===== src/hdl/nhs_pkg.sv =====
// ----------------------------------------------------------------------------
// nhs_pkg
// Shared types and constants of the non-linear horizontal stretch unit.
// ----------------------------------------------------------------------------
`default_nettype none

package nhs_pkg;

  // plane codes
  localparam logic [1:0] KIND_LUMA = 2'd0;
  localparam logic [1:0] KIND_NONE = 2'd3;

  // floor(x / 3) as (x * DIV3_MUL) >> DIV3_SH, exact for x below 2^17
  localparam logic [15:0] DIV3_MUL = 16'd43691;
  localparam int          DIV3_SH  = 17;

  // widths fixed by the interface
  localparam int KIND_W   = 2;
  localparam int SAMPLE_W = 8;
  localparam int COL_W    = 13;
  localparam int CNT_W    = 13;

  localparam logic [CNT_W-1:0] SRC_COUNT_MAX = 13'd8191;
  localparam logic [2:0]       MAX_OUT       = 3'd4;
  localparam logic [12:0]      WIDTH_RESET   = 13'd1440;
  localparam int               MIN_WIDTH     = 4;

  // sequencer states
  typedef enum logic [3:0] {
    ST_IDLE,
    ST_SETUP,
    ST_SQT,
    ST_SQTW,
    ST_COL,
    ST_SQ,
    ST_MH,
    ST_DIVS,
    ST_DIVW,
    ST_POS,
    ST_INTERP,
    ST_EMIT,
    ST_FINISH
  } nhs_state_t;

  // divider handshake
  typedef struct packed {
    logic start;
  } nhs_div_req_t;

  typedef struct packed {
    logic done;
    logic rem_nz;
  } nhs_div_rsp_t;

endpackage

`default_nettype wire


===== src/hdl/nhs_div.sv =====
// ----------------------------------------------------------------------------
// nhs_div
// Restoring divider, one quotient bit per cycle.
// ----------------------------------------------------------------------------
`default_nettype none

module nhs_div
  import nhs_pkg::*;
#(
  parameter int DW = 60,
  parameter int QB = 27,
  parameter int RB = 28
) (
  input  wire logic          clk,
  input  wire logic          rst,
  input  wire nhs_div_req_t  req,
  input  wire logic [DW-1:0] dividend,
  input  wire logic [RB-1:0] divisor,
  output nhs_div_rsp_t       rsp,
  output logic [QB-1:0]      quotient
);

  localparam int CB = $clog2(QB + 1);

  logic [RB-1:0] rem;
  logic [QB-1:0] low;
  logic [CB-1:0] cnt;
  logic          busy;
  logic          done;
  logic [RB:0]   trial;
  logic          fits;

  // one shift-subtract step
  always_comb begin
    trial = {rem, low[QB-1]};
    fits  = trial >= {1'b0, divisor};
  end

  // iteration control and data
  always_ff @(posedge clk) begin
    if (rst) begin
      busy <= 1'b0;
      done <= 1'b0;
      cnt  <= '0;
    end else begin
      done <= 1'b0;
      if (req.start) begin
        rem  <= dividend[DW-1:QB];
        low  <= dividend[QB-1:0];
        cnt  <= CB'(QB);
        busy <= 1'b1;
      end else if (busy) begin
        rem      <= fits ? RB'(trial - {1'b0, divisor}) : RB'(trial);
        low      <= {low[QB-2:0], 1'b0};
        quotient <= {quotient[QB-2:0], fits};
        cnt      <= cnt - 1'b1;
        if (cnt == CB'(1)) begin
          busy <= 1'b0;
          done <= 1'b1;
        end
      end
    end
  end

  assign rsp.done   = done;
  assign rsp.rem_nz = rem != '0;

endmodule

`default_nettype wire


===== src/hdl/nonlinear_horizontal_stretch_unit.sv =====
// ----------------------------------------------------------------------------
// nonlinear_horizontal_stretch_unit
// Non-linear 4:3 to wide stretch of one plane row, one source sample at a time.
// ----------------------------------------------------------------------------
//
//  channel  | handshake              | payload
//  ---------+------------------------+-------------------------------
//  in       | in_valid / in_ready    | kind, sample, row_end
//  out      | out_valid / out_ready  | plane, pixel, column, last
//  cfg      | cfg_write              | cfg_data (source width)
//
//  A request yields up to 4 output pixels; each one waits on the serial divider
//  (one quotient bit per cycle), whose quotient has HB + FRAC_BITS bits,
//  HB = clog2(MAX_WIDTH+1) - 1.
//  in_ready is high only while the sequencer is idle; the output register
//  holds a pixel while the next request is taken.
//  rst is synchronous and clears counters, the sequencer and the output valid.
//  A stalled output holds the sequencer in its emit step.
//
`default_nettype none

module nonlinear_horizontal_stretch_unit
  import nhs_pkg::*;
#(
  parameter int MAX_WIDTH = 4096,
  parameter int FRAC_BITS = 16
) (
  input  wire logic                clk,
  input  wire logic                rst,
  input  wire logic                cfg_write,
  input  wire logic [12:0]         cfg_data,
  input  wire logic                in_valid,
  output logic                     in_ready,
  input  wire logic [KIND_W-1:0]   kind,
  input  wire logic [SAMPLE_W-1:0] sample,
  input  wire logic                row_end,
  output logic                     out_valid,
  input  wire logic                out_ready,
  output logic [KIND_W-1:0]        plane,
  output logic [SAMPLE_W-1:0]      pixel,
  output logic [COL_W-1:0]         column,
  output logic                     last
);

  localparam int WB  = $clog2(MAX_WIDTH + 1);
  localparam int TB  = WB + 1;
  localparam int HB  = WB - 1;
  localparam int PB  = 2 * TB + HB;
  localparam int QB  = HB + FRAC_BITS;
  localparam int DVW = PB + FRAC_BITS;
  localparam int MAW = 2 * TB + 1;
  localparam int MBW = (TB > FRAC_BITS ? TB : FRAC_BITS) + 1;
  localparam int MPW = MAW + MBW;
  localparam int PW  = TB + FRAC_BITS + 2;
  localparam int XW  = (WB > CNT_W ? WB : CNT_W) + 1;

  nhs_state_t state, state_next;

  logic [12:0]          src_width;
  logic [WB-1:0]        w;
  logic [TB-1:0]        tt;
  logic [HB-1:0]        h;
  logic [TB-1:0]        count;
  logic [2*TB-1:0]      t2;
  logic [KIND_W-1:0]    kind_r;
  logic [SAMPLE_W-1:0]  sample_r;
  logic                 row_end_r;
  logic [SAMPLE_W-1:0]  prev;
  logic [CNT_W-1:0]     src_count;
  logic [TB-1:0]        next_col;
  logic [2:0]           n_out;
  logic [TB-1:0]        tcol;
  logic                 dneg;
  logic [TB-1:0]        ad;
  logic [FRAC_BITS-1:0] frac;
  logic [SAMPLE_W-1:0]  left;
  logic signed [8:0]    diff;
  logic signed [MAW-1:0] mul_a;
  logic signed [MBW-1:0] mul_b;
  logic signed [MPW-1:0] mul_p;

  nhs_div_req_t   div_req;
  nhs_div_rsp_t   div_rsp;
  logic [QB-1:0]  quot;
  logic [DVW-1:0] dividend;

  // geometry from the width register
  logic [WB+1:0]  wc;
  logic [WB-1:0]  w_c;
  logic [31:0]    t_prod;
  logic [TB-1:0]  tt_c;
  logic [TB-1:0]  hdiff;
  logic [TB-1:0]  te_c;

  always_comb begin
    wc = (WB+2)'(src_width);
    if (wc < (WB+2)'(MIN_WIDTH)) begin
      wc = (WB+2)'(MIN_WIDTH);
    end else if (wc > (WB+2)'(MAX_WIDTH)) begin
      wc = (WB+2)'(MAX_WIDTH);
    end
    w_c    = WB'(wc) & ~WB'(1);
    t_prod = 32'({w_c, 2'b00}) * 32'(DIV3_MUL);
    tt_c   = TB'(t_prod >> DIV3_SH);
    hdiff  = (tt_c - TB'(w_c)) >> 1;
    te_c   = tt_c & ~TB'(1);
  end

  // column position and distance from the centre
  logic [TB-1:0]       tcol_c;
  logic signed [TB+1:0] ds;

  always_comb begin
    tcol_c = (kind_r == KIND_LUMA) ? next_col : TB'({next_col, 1'b1});
    ds     = $signed({1'b0, tcol_c, 1'b0}) - $signed({2'b00, tt});
  end

  // fixed-point position, indices and interpolation operands
  logic signed [PW-1:0] base, qv, p;
  logic [PW-2:0]        pu;
  logic [TB:0]          li_f, ri_f, wm1, li_c, ri_c;
  logic [WB-1:0]        li_h, ri_h;
  logic [SAMPLE_W-1:0]  left_c;
  logic                 ri_late;

  always_comb begin
    base = ($signed(PW'(tcol)) - $signed(PW'(h))) <<< FRAC_BITS;
    qv   = $signed(PW'(quot));
    if (dneg) begin
      p = base + qv;
    end else begin
      p = base - qv - $signed(PW'(div_rsp.rem_nz));
    end
    pu   = p[PW-1] ? '0 : p[PW-2:0];
    li_f = pu[PW-2:FRAC_BITS];
    ri_f = li_f + (TB+1)'(pu[FRAC_BITS-1:0] != '0);
    wm1  = (TB+1)'(w) - 1'b1;
    li_c = (li_f > wm1) ? wm1 : li_f;
    ri_c = (ri_f > wm1) ? wm1 : ri_f;
    if (kind_r != KIND_LUMA) begin
      li_c = li_c >> 1;
      ri_c = ri_c >> 1;
    end
    li_h    = WB'(li_c);
    ri_h    = WB'(ri_c);
    ri_late = XW'(ri_h) > XW'(src_count);
    left_c  = (li_h == ri_h) ? sample_r : prev;
  end

  // shared multiplier operands
  always_comb begin
    case (state)
      ST_SQT: begin
        mul_a = MAW'(tt);
        mul_b = MBW'(tt);
      end
      ST_SQ: begin
        mul_a = MAW'(ad);
        mul_b = MBW'(ad);
      end
      ST_MH: begin
        mul_a = MAW'(mul_p[2*TB-1:0]);
        mul_b = MBW'(h);
      end
      default: begin
        mul_a = MAW'(diff);
        mul_b = MBW'(frac);
      end
    endcase
  end

  always_ff @(posedge clk) begin
    mul_p <= mul_a * mul_b;
  end

  // divider on the squared target width
  assign dividend      = {mul_p[PB-1:0], {FRAC_BITS{1'b0}}};
  assign div_req.start = state == ST_DIVS;

  nhs_div #(
    .DW (DVW),
    .QB (QB),
    .RB (2 * TB)
  ) u_div (
    .clk      (clk),
    .rst      (rst),
    .req      (div_req),
    .dividend (dividend),
    .divisor  (t2),
    .rsp      (div_rsp),
    .quotient (quot)
  );

  // output register load
  logic out_load;
  logic signed [MPW-1:0] ip;

  assign out_load = (state == ST_EMIT) && (!out_valid || out_ready);
  assign ip       = mul_p >>> FRAC_BITS;
  assign in_ready = state == ST_IDLE;

  // next state
  always_comb begin
    state_next = state;
    case (state)
      ST_IDLE: begin
        if (in_valid && kind != KIND_NONE) begin
          state_next = ST_SETUP;
        end
      end
      ST_SETUP:  state_next = ST_SQT;
      ST_SQT:    state_next = ST_SQTW;
      ST_SQTW:   state_next = ST_COL;
      ST_COL: begin
        if (n_out < MAX_OUT && next_col < count) begin
          state_next = ST_SQ;
        end else begin
          state_next = ST_FINISH;
        end
      end
      ST_SQ:     state_next = ST_MH;
      ST_MH:     state_next = ST_DIVS;
      ST_DIVS:   state_next = ST_DIVW;
      ST_DIVW: begin
        if (div_rsp.done) begin
          state_next = ST_POS;
        end
      end
      ST_POS:    state_next = ri_late ? ST_FINISH : ST_INTERP;
      ST_INTERP: state_next = ST_EMIT;
      ST_EMIT: begin
        if (out_load) begin
          state_next = ST_COL;
        end
      end
      ST_FINISH: state_next = ST_IDLE;
      default:   state_next = ST_IDLE;
    endcase
  end

  always_ff @(posedge clk) begin
    if (rst) begin
      state <= ST_IDLE;
    end else begin
      state <= state_next;
    end
  end

  // configuration register
  always_ff @(posedge clk) begin
    if (rst) begin
      src_width <= WIDTH_RESET;
    end else if (cfg_write) begin
      src_width <= cfg_data;
    end
  end

  // row state and working registers
  always_ff @(posedge clk) begin
    if (rst) begin
      src_count <= '0;
      next_col  <= '0;
      prev      <= '0;
      n_out     <= '0;
    end else begin
      case (state)
        ST_IDLE: begin
          kind_r    <= kind;
          sample_r  <= sample;
          row_end_r <= row_end;
          n_out     <= '0;
        end
        ST_SETUP: begin
          w     <= w_c;
          tt    <= tt_c;
          h     <= HB'(hdiff);
          count <= (kind_r == KIND_LUMA) ? te_c : (te_c >> 1);
        end
        ST_SQTW: t2 <= mul_p[2*TB-1:0];
        ST_COL: begin
          tcol <= tcol_c;
          dneg <= ds[TB+1];
          ad   <= ds[TB+1] ? TB'(-ds) : TB'(ds);
        end
        ST_POS: begin
          frac <= pu[FRAC_BITS-1:0];
          left <= left_c;
          diff <= $signed({1'b0, sample_r}) - $signed({1'b0, left_c});
        end
        ST_EMIT: begin
          if (out_load) begin
            next_col <= next_col + 1'b1;
            n_out    <= n_out + 1'b1;
          end
        end
        ST_FINISH: begin
          prev <= sample_r;
          if (row_end_r) begin
            src_count <= '0;
            next_col  <= '0;
          end else if (src_count < SRC_COUNT_MAX) begin
            src_count <= src_count + 1'b1;
          end
        end
        default: begin
        end
      endcase
    end
  end

  // output register
  always_ff @(posedge clk) begin
    if (rst) begin
      out_valid <= 1'b0;
    end else if (out_load) begin
      out_valid <= 1'b1;
    end else if (out_ready) begin
      out_valid <= 1'b0;
    end
  end

  always_ff @(posedge clk) begin
    if (out_load) begin
      plane  <= kind_r;
      pixel  <= left + ip[7:0];
      column <= COL_W'(next_col);
      last   <= (next_col + 1'b1) == count;
    end
  end

  // checks
  a_out_cap: assert property (@(posedge clk) disable iff (rst) n_out <= MAX_OUT)
    else $error("more than four pixels for one request");

  a_load_valid: assert property (@(posedge clk) disable iff (rst) out_load |=> out_valid)
    else $error("loaded pixel not presented");

  a_start_busy: assert property (@(posedge clk) disable iff (rst)
    (in_valid && in_ready && kind != KIND_NONE) |=> (state == ST_SETUP))
    else $error("accepted request did not start the sequencer");

  a_div_state: assert property (@(posedge clk) disable iff (rst)
    div_rsp.done |-> (state == ST_DIVW))
    else $error("divider finished outside its wait step");

endmodule

`default_nettype wire

===== config.mk =====
export PLATFORM = sky130hd
export DESIGN_NAME = nonlinear_horizontal_stretch_unit
export DESIGN_NICKNAME = d
export VERILOG_FILES = /design/src/hdl/nhs_pkg.sv /design/src/hdl/nhs_div.sv /design/src/hdl/nonlinear_horizontal_stretch_unit.sv
export SDC_FILE = /design/constraint.sdc
export NUM_CORES = 2
export LEC_CHECK = 0
export ABC_AREA = 1
export BUFFER_PORTS_ARGS = -buffer_cell sky130_fd_sc_hd__buf_2
export CAP_MARGIN = 20
export CORE_MARGIN = 4
export CORE_UTILIZATION = 35
export CTS_CLUSTER_DIAMETER = 30
export CTS_CLUSTER_SIZE = 24
export DETAILED_ROUTE_END_ITERATION = 10
export GPL_TIMING_DRIVEN = 1
export HOLD_SLACK_MARGIN = 0.06
export PLACE_DENSITY = 0.57
export SETUP_SLACK_MARGIN = 0.1
export SLEW_MARGIN = 20
export SYNTH_ARGS = -nofsm -noshare
export SYNTH_HDL_FRONTEND = slang
export SYNTH_SLANG_ARGS = --single-unit

===== constraint.sdc =====
create_clock -name clk -period 14.4 [get_ports clk]
set_input_delay 2.88 -clock clk [delete_from_list [all_inputs] [get_ports clk]]
set_output_delay 2.88 -clock clk [all_outputs]
set_load 0.1 [all_outputs]

==> results.md <==
Run status:
- The run finished with clean final reports.

Floorplanning:
- The boundary pin count is 55.
- The number of rows created at floorplan is about 120.
- In this run the standard cell core region covers around 0.11 mm2.
- The die covers 0.1207 mm2.
- From left edge to right edge, the die measures 347.5 um.
- The die height is roughly 350 um.
- The effective utilization at floorplan is 0.3528.

Timing:
- Setup repair after global routing left no endpoint under its margin.
- Of the available clock period, the critical path in the final layout requires 0.7508.
- Setup violations remaining at the end of the flow were counted as 0.
- In this run the tightest slew margin relative to its limit is 0.2803.
- The total negative setup slack is 0 ns.
- The setup clock skew after layout is 0.06569 ns.
- The total count of max-transition violations in the final report is 0.
- The final period demand of the worst path is 10.81 ns.
- The maximum clock rate is 92.50 MHz.
- The count of final hold-check violations came to 0.
- At the pin with the least slew margin, the transition time is around 1.1 ns.
- In the post-route analysis, the smallest setup slack over all paths is around 3.6 ns.

Placement:
- Detailed placement ended at an HPWL of between 90000 and 100000 um.
- The congestion estimate from routability-driven global placement came to roughly 0.92.
- The count of port buffers added during placement is 54.
- At the placement stage, the worst setup path has a slack of roughly 3.7 ns.

Drt:
- Dividing the detail-routed wire length by the instance count gives about 17 um.
- The number of vias per cell after detailed routing is 4.867.
- The first routing iteration left ~2200 violations.
- The final wirelength is 113400 um.
- The total DRC errors in the routed layout is 0.
- The first detailed-routing pass took 5 iterations.
- In this run the remaining antenna-violating nets after routing total 0.
- The total via count in the routed design is between 30000 and 40000.

Logic synthesis:
- The instance count of the mapped netlist is about 5000.
- The number of nets in the synthesized netlist is about 6000.
- The number of enable flip-flop cells after synthesis is approximately 250.
- The share of the synthesized area in the top cell type is 0.2248.
- Among all flip-flop cells after synthesis, the most frequent one is edfxtp_1.
- The cell area after synthesis is a little over 0.04 mm2.
- Ranked by total cell area, the synthesized netlist is headed by fa_1, edfxtp_1, ha_1, inv_1, nand2_1.
- Of the synthesized area, sequential elements account for 0.2335.
- The count of state elements after synthesis is between 300 and 400.
- Averaged over all synthesized cells, the footprint is between 8 and 9 um2.
- The number of unique standard cell types used by synthesis is roughly 70.
- fa_1 takes more of the synthesized area than any other cell.
- The async set or reset register ratio after synthesis is 0.
- The number of warnings printed during yosys synthesis is 0.

Critical path:
- The critical path contains buffers and inverters numbering 7 combined.
- The critical path in this run is classified as reg2reg.
- The largest single stage delay on the critical path is between 0.8 and 0.9 ns.
- Across all register-to-register paths, the minimum setup slack is 3.59 ns.
- The worst path arrival time is ~11 ns.
- Data on the critical path is required at its endpoint by 14.95 ns.
- Of all nets on the critical path, the largest fanout is 26.
- The family of cells with the greatest summed delay on the critical path is compound AO/OA/AOI/OAI gates.
- The worst setup path startpoint is state[0]$_SDFFE_PP0P_.
- The worst setup path is captured at a register.
- The largest individual stage delay along the critical path comes from the cell clkinv_1.
- The startpoint identified for the worst register-to-register timing path is state[0]$_SDFFE_PP0P_.
- STA classifies the critical path startpoint as a register.

Global route:
- The number of global-route vias before repair is around 32000.
- Entering global routing, the biggest net connects 70 pins.
- The global-route wire length before repair is 179500 um.
- For this run, the total global-route usage over all layers was measured as 0.1873.
- The number of antenna violations at the first check in global routing is 7.
- Summed over all layers, the global routing overflow is 0.

Clock network:
- The number of H-tree levels is 3.
- After clock tree synthesis, the repair step resized 0 gates.
- Buffers inserted to repair hold after CTS numbered 0.
- The clock sink count is ~350.
- TritonCTS built the clock tree.
- The buffer levels on the longest clock path is 3.
- The clock tree root buffer cell is clkbuf_16.
- In this run, CTS created clock tree buffers numbering slightly above 80.
- In this run the post-CTS setup repair buffer count came out at 0.
- The clock-pin slew reported for the worst setup and hold paths after clock tree synthesis is roughly 0.050 ns.
- The later-pin clock latency in the skew report is about 0.65 ns.

Cells and area:
- The repair_antennas step left the layout with diodes totalling 0.
- In the final layout, the share of cells above drive strength 1 is 0.06693.
- The synthesis-to-layout area growth is 12.32%.
- The layout filler cell count is roughly 12000.
- After the last flow step, the layout net total stands at 5890.
- The area of combinational cells with multiple inputs is approximately 0.026 mm2.
- The sequential cells in the finished layout cover a total of around 0.0094 mm2.

Flow run:
- The max-capacitance violation count is 0.

Worst hold path:
- In this run the worst hold path is classified as reg2reg.
- In this run the most critical hold path is launched from mul_p[24]$_DFF_P_.
-- metal layers --
layer | routed length [um] | track usage
met1 | 49980 | 0.2516
met2 | 53330 | 0.3134
met3 | 7272 | 0.03097
met4 | 2831 | 0.05094
met5 | 0 | 0
-- flip-flops by register name, summed over array words and instances, names as in the netlist, 14 cells and up --
name            count
mul_p              40
t2                 28
u_div.quotient     28
u_div.rem          28
frac               16
ad                 14
count              14
next_col           14
tcol               14
tt                 14
-- synth_stat cells (11+ instances only) --
master    instances
fa_1            453
dfxtp_1         103
nand3_2          17
edfxtp_1        245
a22oi_1          17
nor4_1           19
or2_2            14
a221oi_1         14
clkbuf_1        107
ha_1            367
nor3_1           30
a21oi_1         225
xor2_1          131
nand3_1         188
nand4_1          44
o21ai_1          18
inv_2            12
nand2_2          14
inv_1          1056
nand2_1        1040
nor2_2           13
nor2_1          421
o21ai_0         198
o21bai_1         16
clkinv_1         11
xnor2_1          58
a211oi_1         23
-- final timing paths --
path,endpoint,depth (start not counted)
max,mul_p[37]$_DFF_P_,35
min,t2[24]$_DFFE_PP_,0
max reg2reg,mul_p[37]$_DFF_P_,35
min reg2reg,t2[24]$_DFFE_PP_,0
-- logic make-up (layout without fill, tap and decap cells) --
group	after synthesis	after routing	share of synthesized area
AO/OA/AOI/OAI	583	583	0.08241
adder cells (fa/ha/maj)	820	820	0.3386
buffers and inverters	1202	1332	0.1130
XOR/XNOR	189	189	0.04104
AND/OR/NAND/NOR	1837	1837	0.1912
multiplexers	1	1	0.0002481
flip-flops	348	348	0.2335
-- metrics by stage --
step                area (um2)    util  hold WS (ns)  cells
floorplan                40340       -        0.4082   4980
global placement         42410  0.3709        0.4162   6470
detailed placement       42410  0.3709        0.4210   6470
CTS                      45310  0.3962        0.4085   6622
global route             45310  0.3962        0.4296   6622
finish                   45310  0.3962        0.4114   6622
-- area by class of cell --
cell class              count  share of cell area
repair buffers            101             0.01375
clock buffers              92             0.04794
well taps                1512             0.04175
multi-input cells        3430              0.5832
clock inverters            60             0.01607
inverters                1079             0.08939
flip-flops and latches    348              0.2079
-- layout by cell type (no fill, tap or decap), drive strengths merged, types with 5 or more instances in the layout --
| cell | instances |
|---|---|
| xnor2 | 58 |
| o21a | 10 |
| fa | 453 |
| nand3b | 8 |
| nand4 | 44 |
| inv | 1078 |
| a22oi | 17 |
| nand3 | 208 |
| o22ai | 5 |
| a21oi | 226 |
| a211oi | 23 |
| clkbuf | 92 |
| nor2 | 438 |
| or2 | 15 |
| bufinv | 8 |
| nor4 | 19 |
| clkinv | 39 |
| xor2 | 131 |
| nor3 | 30 |
| buf | 101 |
| a21boi | 10 |
| ha | 367 |
| edfxtp | 245 |
| a21o | 9 |
| a221oi | 14 |
| nand2 | 1055 |
| o21bai | 16 |
| clkinvlp | 14 |
| o21ai | 217 |
| o31ai | 11 |
| and2 | 7 |
| dfxtp | 103 |
Power is left out: the tool's default activity adds up to more than one toggle a clock period on the data nets, which glitch-free logic cannot reach.
